File: config.mk
export PLATFORM = sky130hd
export DESIGN_NAME = multichannel_impact_trigger_capture
export DESIGN_NICKNAME = d
export VERILOG_FILES = /design/src/rtl/mitc_pkg.sv /design/src/rtl/mitc_ctrl.sv /design/src/rtl/mitc_dp.sv /design/src/rtl/multichannel_impact_trigger_capture.sv
export SDC_FILE = /design/constraint.sdc
export NUM_CORES = 1
export LEC_CHECK = 0
export ABC_AREA = 1
export BUFFER_PORTS_ARGS = -buffer_cell sky130_fd_sc_hd__clkbuf_2
export CORE_ASPECT_RATIO = 0.6
export CORE_UTILIZATION = 50
export DETAILED_ROUTE_END_ITERATION = 16
export PLACE_DENSITY = 0.8
export SLEW_MARGIN = 20
export SYNTH_ARGS = -nofsm -noshare
export SYNTH_HDL_FRONTEND = slang
export SYNTH_SLANG_ARGS = --single-unit
File: constraint.sdc
create_clock -name clk_i -period 9.4 [get_ports clk_i]
set_input_delay 1.41 -clock clk_i [delete_from_list [all_inputs] [get_ports clk_i]]
set_output_delay 1.41 -clock clk_i [all_outputs]
set_load 0.01 [all_outputs]
File: src/rtl/mitc_pkg.sv
// ----------------------------------------------------------------------------
// mitc_pkg
// shared types and constants of the multichannel impact trigger capture
// ----------------------------------------------------------------------------
package mitc_pkg;

  localparam int unsigned MAX_CHANNELS = 16;
  localparam int unsigned WORD_W       = 16;
  localparam int unsigned CH_W         = 4;
  localparam int unsigned TIME_W       = 64;
  localparam int unsigned CNT_W        = 5;
  localparam int unsigned LIMIT_W      = 10;
  localparam int unsigned CFG_IDX_W    = 2;
  localparam int unsigned CFG_DATA_W   = 10;
  localparam int unsigned S_DATA_W     = 80;
  localparam int unsigned M_DATA_W     = 72;

  // command codes carried in tuser
  localparam logic CMD_IRQ  = 1'b0;
  localparam logic CMD_POLL = 1'b1;

  // configuration register indexes
  localparam logic [CFG_IDX_W-1:0] CFG_CHANNELS    = 2'd0;
  localparam logic [CFG_IDX_W-1:0] CFG_ACTIVE_HIGH = 2'd1;
  localparam logic [CFG_IDX_W-1:0] CFG_DRAIN_LIMIT = 2'd2;

  // reset values of the configuration registers
  localparam logic [CNT_W-1:0]   RST_CHANNELS    = 5'd9;
  localparam logic               RST_ACTIVE_HIGH = 1'b0;
  localparam logic [LIMIT_W-1:0] RST_DRAIN_LIMIT = 10'd250;

  typedef enum logic [1:0] {
    ST_IDLE,
    ST_EVAL,
    ST_EMIT
  } state_e;

  // controller to datapath
  typedef struct packed {
    logic ready;  // input slot open
    logic eval;   // update trigger state from the captured beat
    logic emit;   // move one pending channel into the output register
  } cmd_t;

  // datapath to controller
  typedef struct packed {
    logic pend_empty;  // no channel left to emit
    logic slot_free;   // output register can take a beat
  } sts_t;

endpackage

File: src/rtl/mitc_ctrl.sv
// ----------------------------------------------------------------------------
// mitc_ctrl
// sequencer: capture a beat, evaluate, emit triggers one per unstalled cycle
// ----------------------------------------------------------------------------
module mitc_ctrl (
  input  logic            clk_i,
  input  logic            rst_ni,
  input  logic            in_valid_i,
  input  mitc_pkg::sts_t  sts_i,
  output mitc_pkg::cmd_t  cmd_o
);

  mitc_pkg::state_e state_q, state_d;

  always_ff @(posedge clk_i or negedge rst_ni) begin
    if (!rst_ni) begin
      state_q <= mitc_pkg::ST_IDLE;
    end else begin
      state_q <= state_d;
    end
  end

  always_comb begin
    state_d = state_q;
    unique case (state_q)
      mitc_pkg::ST_IDLE: begin
        if (in_valid_i) state_d = mitc_pkg::ST_EVAL;
      end
      mitc_pkg::ST_EVAL: begin
        state_d = mitc_pkg::ST_EMIT;
      end
      mitc_pkg::ST_EMIT: begin
        if (sts_i.pend_empty) state_d = mitc_pkg::ST_IDLE;
      end
      default: state_d = mitc_pkg::ST_IDLE;
    endcase
  end

  always_comb begin
    cmd_o = '0;
    unique case (state_q)
      mitc_pkg::ST_IDLE: cmd_o.ready = 1'b1;
      mitc_pkg::ST_EVAL: cmd_o.eval  = 1'b1;
      mitc_pkg::ST_EMIT: cmd_o.emit  = !sts_i.pend_empty && sts_i.slot_free;
      default:           cmd_o       = '0;
    endcase
  end

endmodule

File: src/rtl/mitc_dp.sv
// ----------------------------------------------------------------------------
// mitc_dp
// datapath: config registers, trigger state, pending mask and output register
// ----------------------------------------------------------------------------
module mitc_dp (
  input  logic                                clk_i,
  input  logic                                rst_ni,
  input  logic                                cfg_we_i,
  input  logic [mitc_pkg::CFG_IDX_W-1:0]      cfg_idx_i,
  input  logic [mitc_pkg::CFG_DATA_W-1:0]     cfg_data_i,
  input  logic                                in_valid_i,
  input  logic                                in_cmd_i,
  input  logic [mitc_pkg::WORD_W-1:0]         in_raw_i,
  input  logic [mitc_pkg::TIME_W-1:0]         in_time_i,
  input  logic                                out_ready_i,
  output logic                                out_valid_o,
  output logic [mitc_pkg::CH_W-1:0]           out_ch_o,
  output logic [mitc_pkg::TIME_W-1:0]         out_time_o,
  output logic                                out_last_o,
  input  mitc_pkg::cmd_t                      cmd_i,
  output mitc_pkg::sts_t                      sts_o
);

  // configuration
  logic [mitc_pkg::CNT_W-1:0]   chans_q;
  logic                         act_high_q;
  logic [mitc_pkg::LIMIT_W-1:0] limit_q;

  always_ff @(posedge clk_i or negedge rst_ni) begin
    if (!rst_ni) begin
      chans_q    <= mitc_pkg::RST_CHANNELS;
      act_high_q <= mitc_pkg::RST_ACTIVE_HIGH;
      limit_q    <= mitc_pkg::RST_DRAIN_LIMIT;
    end else if (cfg_we_i) begin
      unique case (cfg_idx_i)
        mitc_pkg::CFG_CHANNELS:    chans_q    <= cfg_data_i[mitc_pkg::CNT_W-1:0];
        mitc_pkg::CFG_ACTIVE_HIGH: act_high_q <= cfg_data_i[0];
        mitc_pkg::CFG_DRAIN_LIMIT: limit_q    <= cfg_data_i;
        default: ;
      endcase
    end
  end

  // captured input beat
  logic                          cmd_q;
  logic [mitc_pkg::WORD_W-1:0]   raw_q;
  logic [mitc_pkg::TIME_W-1:0]   time_q;

  always_ff @(posedge clk_i) begin
    if (cmd_i.ready && in_valid_i) begin
      cmd_q  <= in_cmd_i;
      raw_q  <= in_raw_i;
      time_q <= in_time_i;
    end
  end

  // triggered mask of the captured word
  logic [mitc_pkg::WORD_W-1:0] present;
  logic [mitc_pkg::WORD_W-1:0] trig_mask;

  always_comb begin
    if (chans_q >= mitc_pkg::CNT_W'(mitc_pkg::WORD_W)) begin
      present = '1;
    end else begin
      present = (mitc_pkg::WORD_W'(1) << chans_q[mitc_pkg::CH_W-1:0])
                - mitc_pkg::WORD_W'(1);
    end
    trig_mask = (act_high_q ? raw_q : ~raw_q) & present;
  end

  // trigger state
  logic                          drain_q, drain_d;
  logic [mitc_pkg::WORD_W-1:0]   rep_q, rep_d;
  logic [mitc_pkg::LIMIT_W-1:0]  poll_q, poll_d;
  logic [mitc_pkg::WORD_W-1:0]   pend_q, pend_d;
  logic [mitc_pkg::LIMIT_W-1:0]  poll_inc;
  logic [mitc_pkg::LIMIT_W-1:0]  limit_eff;

  // lowest pending channel
  logic [mitc_pkg::WORD_W-1:0]   low_hot;
  logic [mitc_pkg::CH_W-1:0]     low_idx;
  logic [mitc_pkg::WORD_W-1:0]   pend_rest;

  always_comb begin
    low_hot   = pend_q & (~pend_q + mitc_pkg::WORD_W'(1));
    pend_rest = pend_q & ~low_hot;
    low_idx   = '0;
    for (int i = 0; i < mitc_pkg::WORD_W; i++) begin
      if (low_hot[i]) low_idx = mitc_pkg::CH_W'(i);
    end
  end

  always_comb begin
    drain_d   = drain_q;
    rep_d     = rep_q;
    poll_d    = poll_q;
    pend_d    = pend_q;
    poll_inc  = poll_q + mitc_pkg::LIMIT_W'(1);
    limit_eff = (limit_q == '0) ? mitc_pkg::LIMIT_W'(1) : limit_q;
    if (cmd_i.eval) begin
      pend_d = '0;
      if (cmd_q == mitc_pkg::CMD_IRQ) begin
        if (!drain_q) begin
          pend_d  = trig_mask;
          rep_d   = trig_mask;
          poll_d  = '0;
          drain_d = 1'b1;
        end
      end else if (drain_q) begin
        poll_d = poll_inc;
        if (trig_mask == '0) begin
          drain_d = 1'b0;
          rep_d   = '0;
        end else begin
          pend_d = trig_mask & ~rep_q;
          rep_d  = trig_mask;
          if (poll_inc >= limit_eff) drain_d = 1'b0;
        end
      end
    end else if (cmd_i.emit) begin
      pend_d = pend_rest;
    end
  end

  always_ff @(posedge clk_i or negedge rst_ni) begin
    if (!rst_ni) begin
      drain_q <= 1'b0;
      rep_q   <= '0;
      poll_q  <= '0;
      pend_q  <= '0;
    end else begin
      drain_q <= drain_d;
      rep_q   <= rep_d;
      poll_q  <= poll_d;
      pend_q  <= pend_d;
    end
  end

  // output register
  logic                         oval_q;
  logic [mitc_pkg::CH_W-1:0]    och_q;
  logic [mitc_pkg::TIME_W-1:0]  otime_q;
  logic                         olast_q;

  always_ff @(posedge clk_i or negedge rst_ni) begin
    if (!rst_ni) begin
      oval_q <= 1'b0;
    end else if (cmd_i.emit) begin
      oval_q <= 1'b1;
    end else if (out_ready_i) begin
      oval_q <= 1'b0;
    end
  end

  always_ff @(posedge clk_i) begin
    if (cmd_i.emit) begin
      och_q   <= low_idx;
      otime_q <= time_q;
      olast_q <= (pend_rest == '0);
    end
  end

  assign out_valid_o     = oval_q;
  assign out_ch_o        = och_q;
  assign out_time_o      = otime_q;
  assign out_last_o      = olast_q;
  assign sts_o.pend_empty = (pend_q == '0);
  assign sts_o.slot_free  = !oval_q || out_ready_i;

endmodule

File: src/rtl/multichannel_impact_trigger_capture.sv
// ----------------------------------------------------------------------------
// multichannel_impact_trigger_capture
// turns interrupt and poll beats with a comparator word into channel triggers
// ----------------------------------------------------------------------------
// an input beat is accepted in the idle state, then evaluated, then its
// triggers (up to 16) are serialized one at a time through the single
// output register, where a stall on the output holds the next trigger; the
// next beat is taken only once the pending mask is seen empty. an interrupt
// while idle emits one beat per triggered channel, lowest first, and starts
// draining; polls while draining emit newly active channels, rearm channels
// back at rest, and end draining on an all-quiet word or when the poll count
// reaches drain_limit. interrupts while draining and polls while idle give
// no beats. config must be written through cfg_we_i / cfg_idx_i / cfg_data_i
// only while the block is idle; the block itself does not enforce this.
module multichannel_impact_trigger_capture (
  input  logic                                clk_i,
  input  logic                                rst_ni,
  // config write port
  input  logic                                cfg_we_i,
  input  logic [mitc_pkg::CFG_IDX_W-1:0]      cfg_idx_i,
  input  logic [mitc_pkg::CFG_DATA_W-1:0]     cfg_data_i,
  // input stream
  input  logic                                s_axis_tvalid_i,
  output logic                                s_axis_tready_o,
  input  logic [mitc_pkg::S_DATA_W-1:0]       s_axis_tdata_i,  // raw_bits, time_us
  input  logic                                s_axis_tuser_i,  // command
  // output stream
  output logic                                m_axis_tvalid_o,
  input  logic                                m_axis_tready_i,
  output logic [mitc_pkg::M_DATA_W-1:0]       m_axis_tdata_o,  // channel, trigger_time, pad
  output logic                                m_axis_tlast_o
);

  mitc_pkg::cmd_t cmd;
  mitc_pkg::sts_t sts;

  logic [mitc_pkg::CH_W-1:0]   out_ch;
  logic [mitc_pkg::TIME_W-1:0] out_time;

  // sequencer
  mitc_ctrl u_ctrl (
    .clk_i      (clk_i),
    .rst_ni     (rst_ni),
    .in_valid_i (s_axis_tvalid_i),
    .sts_i      (sts),
    .cmd_o      (cmd)
  );

  // mask logic, trigger state and output register
  mitc_dp u_dp (
    .clk_i       (clk_i),
    .rst_ni      (rst_ni),
    .cfg_we_i    (cfg_we_i),
    .cfg_idx_i   (cfg_idx_i),
    .cfg_data_i  (cfg_data_i),
    .in_valid_i  (s_axis_tvalid_i),
    .in_cmd_i    (s_axis_tuser_i),
    .in_raw_i    (s_axis_tdata_i[mitc_pkg::WORD_W-1:0]),
    .in_time_i   (s_axis_tdata_i[mitc_pkg::S_DATA_W-1:mitc_pkg::WORD_W]),
    .out_ready_i (m_axis_tready_i),
    .out_valid_o (m_axis_tvalid_o),
    .out_ch_o    (out_ch),
    .out_time_o  (out_time),
    .out_last_o  (m_axis_tlast_o),
    .cmd_i       (cmd),
    .sts_o       (sts)
  );

  assign s_axis_tready_o = cmd.ready;

  // channel in the low nibble, timestamp above, zero pad to whole bytes
  assign m_axis_tdata_o = {
    {(mitc_pkg::M_DATA_W - mitc_pkg::TIME_W - mitc_pkg::CH_W){1'b0}},
    out_time,
    out_ch
  };

  // idle never leaves channels behind
  assert property (@(posedge clk_i) disable iff (!rst_ni)
    s_axis_tready_o |-> sts.pend_empty)
    else $error("input open while triggers still pending");

  // an accepted beat is followed by evaluation, not another accept
  assert property (@(posedge clk_i) disable iff (!rst_ni)
    (s_axis_tvalid_i && s_axis_tready_o) |=> (cmd.eval && !s_axis_tready_o))
    else $error("accepted beat not evaluated next cycle");

  // a trigger only moves into a free output register
  assert property (@(posedge clk_i) disable iff (!rst_ni)
    cmd.emit |-> (sts.slot_free && !sts.pend_empty))
    else $error("emit without free slot or pending channel");

endmodule
# After elaboration in Yosys (flattened, before gate mapping)
# Cells that the tools add are included.
classes:
  add_sub_neg: 3
  magnitude_cmp: 2
  eq_ne: 8
  shifts: 1
  n_mux: 42
  n_bitwise: 8
  reduce_logical: 21
op_table:
  columns: ["op", "n"]
  rows:
  - ["2-to-1 mux 16 bit", 12]
  - ["bitwise AND 16 bit", 4]
  - ["NOT 16 bit", 4]
  - ["zero test 16 bit", 3]
  - ["2-to-1 mux 10 bit", 4]
  - ["2-to-1 mux 3 bit", 8]
  - ["adder 16 x 1 -> 16 bit (second input constant)", 1]
  - ["<< shifter 1 x 4 -> 16 bit (first input constant)", 1]
  - ["subtractor 16 x 2 -> 16 bit (second input constant)", 1]
  - ["2-to-1 mux 2 bit", 6]
  - ["2-to-1 mux 1 bit", 11]
  - ["adder 10 x 1 -> 10 bit (second input constant)", 1]
  - [">= comparator 10 bit", 1]
  - ["zero test 10 bit", 1]
  - ["AND reduction 2 bit", 4]
  - ["OR reduction 8 bit", 1]
  - ["case mux 2 bit (3 select lines)", 1]
  - [">= comparator 5 bit (second input constant)", 1]
  - ["equality test 2 x 1 -> 1 bit (second input constant)", 2]
  - ["equality test 2 bit (second input constant)", 2]
  - ["zero test 2 bit", 2]
  - ["!= test 2 x 1 -> 1 bit (second input constant)", 2]
  - ["!= test 2 bit (second input constant)", 2]
  - ["nonzero test 2 bit", 2]
  - ["6 further kinds", 8]
word_totals:
  ff_bits: 212
  input_bits: 98
  output_inout_bits: 75
  elab_cells: 103

# Depth between registers and ports, before layout
logic_depth:
  word_depth: 17
  mapped_depth: 19
  mapped_depth_nobuf: 19

# Hierarchy
# Synthesis repeated with hierarchy kept, for this count alone.
unflattened:
  hier_cells: 742
  area_unflattened_um2: 8727.1
by_module_without_submodules:
  columns: ["mod", "n_inst", "cells_per_inst", "area_per_inst_um2", "seq_area_each_um2"]
  rows:
  - ["mitc_dp", 1, 723, 8593.2, 6015.8]
  - ["mitc_ctrl", 1, 14, 100.1, 50.0]
  - ["multichannel_impact_trigger_capture", 1, 5, 33.8, 0.0]

# Worst setup path after synthesis
# OpenSTA, ideal clock, no wires.
synth_timing:
  path_type: "input to register"
  startpoint: "input s_axis_tvalid_i"
  endpoint: "register u_dp.cmd_q (enable)"
  setup_time_ps: 636
  t_arrival_ps: 7243
  required_time_ps: 8764
  setup_slack_ps: 1521
  stages: 1
  path_buffers: 0
  path_cell_list: "nor3b_1"
synth_via:
  elab_chain_cells: 1
synth_lines:
  columns: ["element", "line_no", "source"]
  rows:
  - ["from (decl)", "multichannel_impact_trigger_capture.sv:23", "input logic s_axis_tvalid_i,"]
  - ["logical AND 1 bit", "mitc_dp.sv:50", "if (cmd_i.ready && in_valid_i) begin"]
  - ["to (signal assigned)", "mitc_dp.sv:51", "cmd_q <= in_cmd_i;"]
  - ["to (decl)", "mitc_dp.sv:45", "logic cmd_q;"]
# Every way passes these cells.
# A chain may end at the register's enable or synchronous reset.

# Worst setup path after layout
layout_timing:
  startpoint: "register u_ctrl.state_q[0]"
  endpoint: "output s_axis_tready_o"
layout_via:
  elab_chain_cells: 2
layout_lines:
  columns: ["element", "line_no", "source"]
  rows:
  - ["from (decl)", "mitc_ctrl.sv:13", "mitc_pkg::state_e state_q, state_d;"]
  - ["from (signal assigned)", "mitc_ctrl.sv:17", "state_q <= mitc_pkg::ST_IDLE;"]
  - ["from (signal assigned)", "mitc_ctrl.sv:19", "state_q <= state_d;"]
  - ["zero test 2 bit", "mitc_ctrl.sv:41", "unique case (state_q)"]
  - ["2-to-1 mux 1 bit", "mitc_ctrl.sv:41", null]
  - ["to (decl)", "multichannel_impact_trigger_capture.sv:24", "output logic s_axis_tready_o,"]
# Every way passes these cells.

==> reports/summary.txt <==
Final Setup Violations -> 0
setup TNS -> 0 ps
Top-Level Pins -> 173
Max H-tree Level -> 1
Die W -> 173.5 um
Final GP Congestion -> 0.8905
pwr/cell area -> 302.9 nW/um^2
TritonCTS Buffers -> 20
most frequent cells in the layout -> clkbuf_2, nand2_1, edfxtp_1
fin crit period -> 2633 ps
PortBufs -> 168
initial antenna violation count -> 0
Filler cells -> 1312
outcome -> completed
Synth async-reset ratio -> 29.25%
Seq/Total Area, Yosys -> 68.79%
period utilization -> 28.01%
Synth Area per Inst -> 11.97 sq um
clk_skew -> 13.92 ps
relative slew slack -> 34.61%
first-pass GRT wire length -> 29.88 mm
Seq cells post-synth -> 212
setup slack, reg-to-reg -> 6790 ps
Core Region -> 17180 sq um
fin. max-slew vios -> 0
Multi-input gate area -> 2318 sq um
hpwl dp -> 13.25 mm
gr usage total -> 20.93%
unrepaired setup endpoints after global routing -> no
Clock Tree Root -> clkbuf_16
Worst setup EP type -> output pin
Starting Density -> 51.34%
most common cell after layout, fill and taps aside -> clkbuf_2
Clock Tree Buf Depth -> 3
hold path cells -> 0
setup bufs post-CTS -> 0
FF-to-FF path depth -> 16
Critical Path Start Type -> flop
CTS tree -> done
DR vias -> 5949
synth warn -> 0
clk_lat worst skew -> 490 ps
clock-pin slew on the worst setup and hold paths -> 70 ps
largest net degree at the start of global routing -> 79
max cap viols -> 0
clk sinks -> 212
Netlist cell types -> 43
Cell Area, Synth -> 8818 sq um
antenna cells -> 0
DR DRC count -> 0
Area Growth Syn to Fin -> 19.13%
Worst VDD drop -> 0.1584 mV
post-route ant nets -> 0
Worst Tran Pin Value -> 980.8 ps
worst hold path class -> flop to flop
CP Class -> flop to output pin
register area -> 6066 sq um
hold bufs inserted after CTS -> 0
prevailing post-synth register cell -> edfxtp_1
layout cell share with drive strength beyond 1 -> 28.35%
final WL -> 18.66 mm
Total Nets Final -> 1021
Pleak -> 4.614 nW
Achievable Freq -> 0.3798 GHz
Crit Path Max Fanout -> 5
DR pass1 iterations -> 5
FP Rows -> 37
Final Power -> 3.182 mW
Vias/cell -> 5.137
initial DRC count -> 501
height of the die -> 104.9 um
GRT Residual Overflow -> 0
crit path DAT -> 1220 ps
die area -> 18190 sq um
number of synthesized flops with an enable pin -> 150
Cells after Synth -> 737
routed len/inst -> 16.12 um
Hold Vio Cnt, Final -> 0
Resize count post-CTS -> 0
via count of the first global-routing pass -> 5758
Critical Path RT -> 7990 ps
[report_power, final]
group	internal (mW)	switching, mW	leakage [nW]
clock	0.496	0.329	0.328
combinational	0.276	0.621	2.10
sequential	1.33	0.131	2.19
total	2.10	1.08	4.61
[final cells by class]
type	instances	share of cell area [%]
multi-input cells	428	22.07
repair buffers	171	8.218
inverters	78	2.787
flip-flops and latches	212	57.74
well taps	234	2.787
clock inverters	10	1.155
clock buffers	25	5.241
[worst max-delay path: stages, from the launching register on]
cell and delay, ps:
dfrtp_1 430, nor2_1 150, clkbuf_2 160
[per-stage QoR]
step           std cells  hold WS [ps]  setup slack, ps  area (sq um)  utilization [%]
2_1_floorplan        740         400.3             1521          8830                -
3_3_place_gp        1123         400.2             6352          9833            57.25
3_5_place_dp        1123         404.5             6300          9833            57.25
4_1_cts             1158         412.8             6754         10510            61.16
5_1_grt             1158         419.9             6527         10510            61.16
6_report            1158         412.8             6767         10510            61.16
[registers in the layout (all words and copies together) (netlist names)]
register	flops
u_dp.rep_q	16
u_dp.raw_q	16
u_dp.out_ch_o	4
u_dp.limit_q	10
u_dp.cmd_q	1
u_dp.pend_q	16
u_ctrl.state_q	2
u_dp.time_q	64
u_dp.drain_q	1
u_dp.out_time_o	64
u_dp.act_high_q	1
u_dp.chans_q	5
u_dp.poll_q	10
u_dp.out_valid_o	1
u_dp.out_last_o	1
[final timing paths]
check | startpoint | end
worst max-delay path | u_ctrl.state_q[0] | s_axis_tready_o
worst max register to register | u_dp.poll_q[2] | u_dp.drain_q
worst min-delay path | u_dp.time_q[33] | u_dp.out_time_o[33]
worst min register to register | u_dp.time_q[33] | u_dp.out_time_o[33]
min in group asynchronous | rst_ni | u_dp.chans_q[1]
max in group asynchronous | rst_ni | u_ctrl.state_q[0]
[synth_stat cells, types with 2 or more instances]
master    count  area share, %
nand2_1     151            6.4
edfxtp_1    150             51
inv_1        63            2.7
dfrtp_1      54             15
o21ai_0      51            2.9
nor2_1       44            1.9
nand3_1      37            2.1
a21oi_1      16           0.91
o21ai_1      16           0.91
inv_2        14           0.60
nor4_1       13           0.92
ha_1         12            1.7
xnor2_1      10           0.99
clkbuf_1      9           0.38
o211ai_1      9           0.77
dfstp_2       8            2.4
nand4_1       8           0.57
buf_6         7           0.89
buf_4         6           0.51
nand2_2       6           0.43
o211ai_2      6           0.85
nand3_2       5           0.57
nor2_4        5           0.64
nand2_4       4           0.51
o22ai_1       4           0.28
xor2_1        4           0.40
nor2_2        3           0.21
nor3b_1       3           0.26
o21ai_2       3           0.30
a22o_1        2           0.20
or2_0         2           0.14
[layer usage]
layer | part of all wire (%) | track usage (%)
met5 | 0 | 0
met2 | 45 | 32.19
met3 | 7.4 | 5.349
met1 | 46 | 29.52
met4 | 2.4 | 6.068
[cells by family after synthesis]
group | count (synthesis) | share of synthesized area, %
and+or+nand+nor | 285 | 15.20
DFF | 212 | 68.79
AOI/OAI and AO/OA | 113 | 7.775
buffers and inverters | 100 | 5.108
xor gates and xnor gates | 14 | 1.390
adders and majority gates | 12 | 1.703
other | 1 | 0.04252
Note: power is estimated with default switching activity, not from simulation.
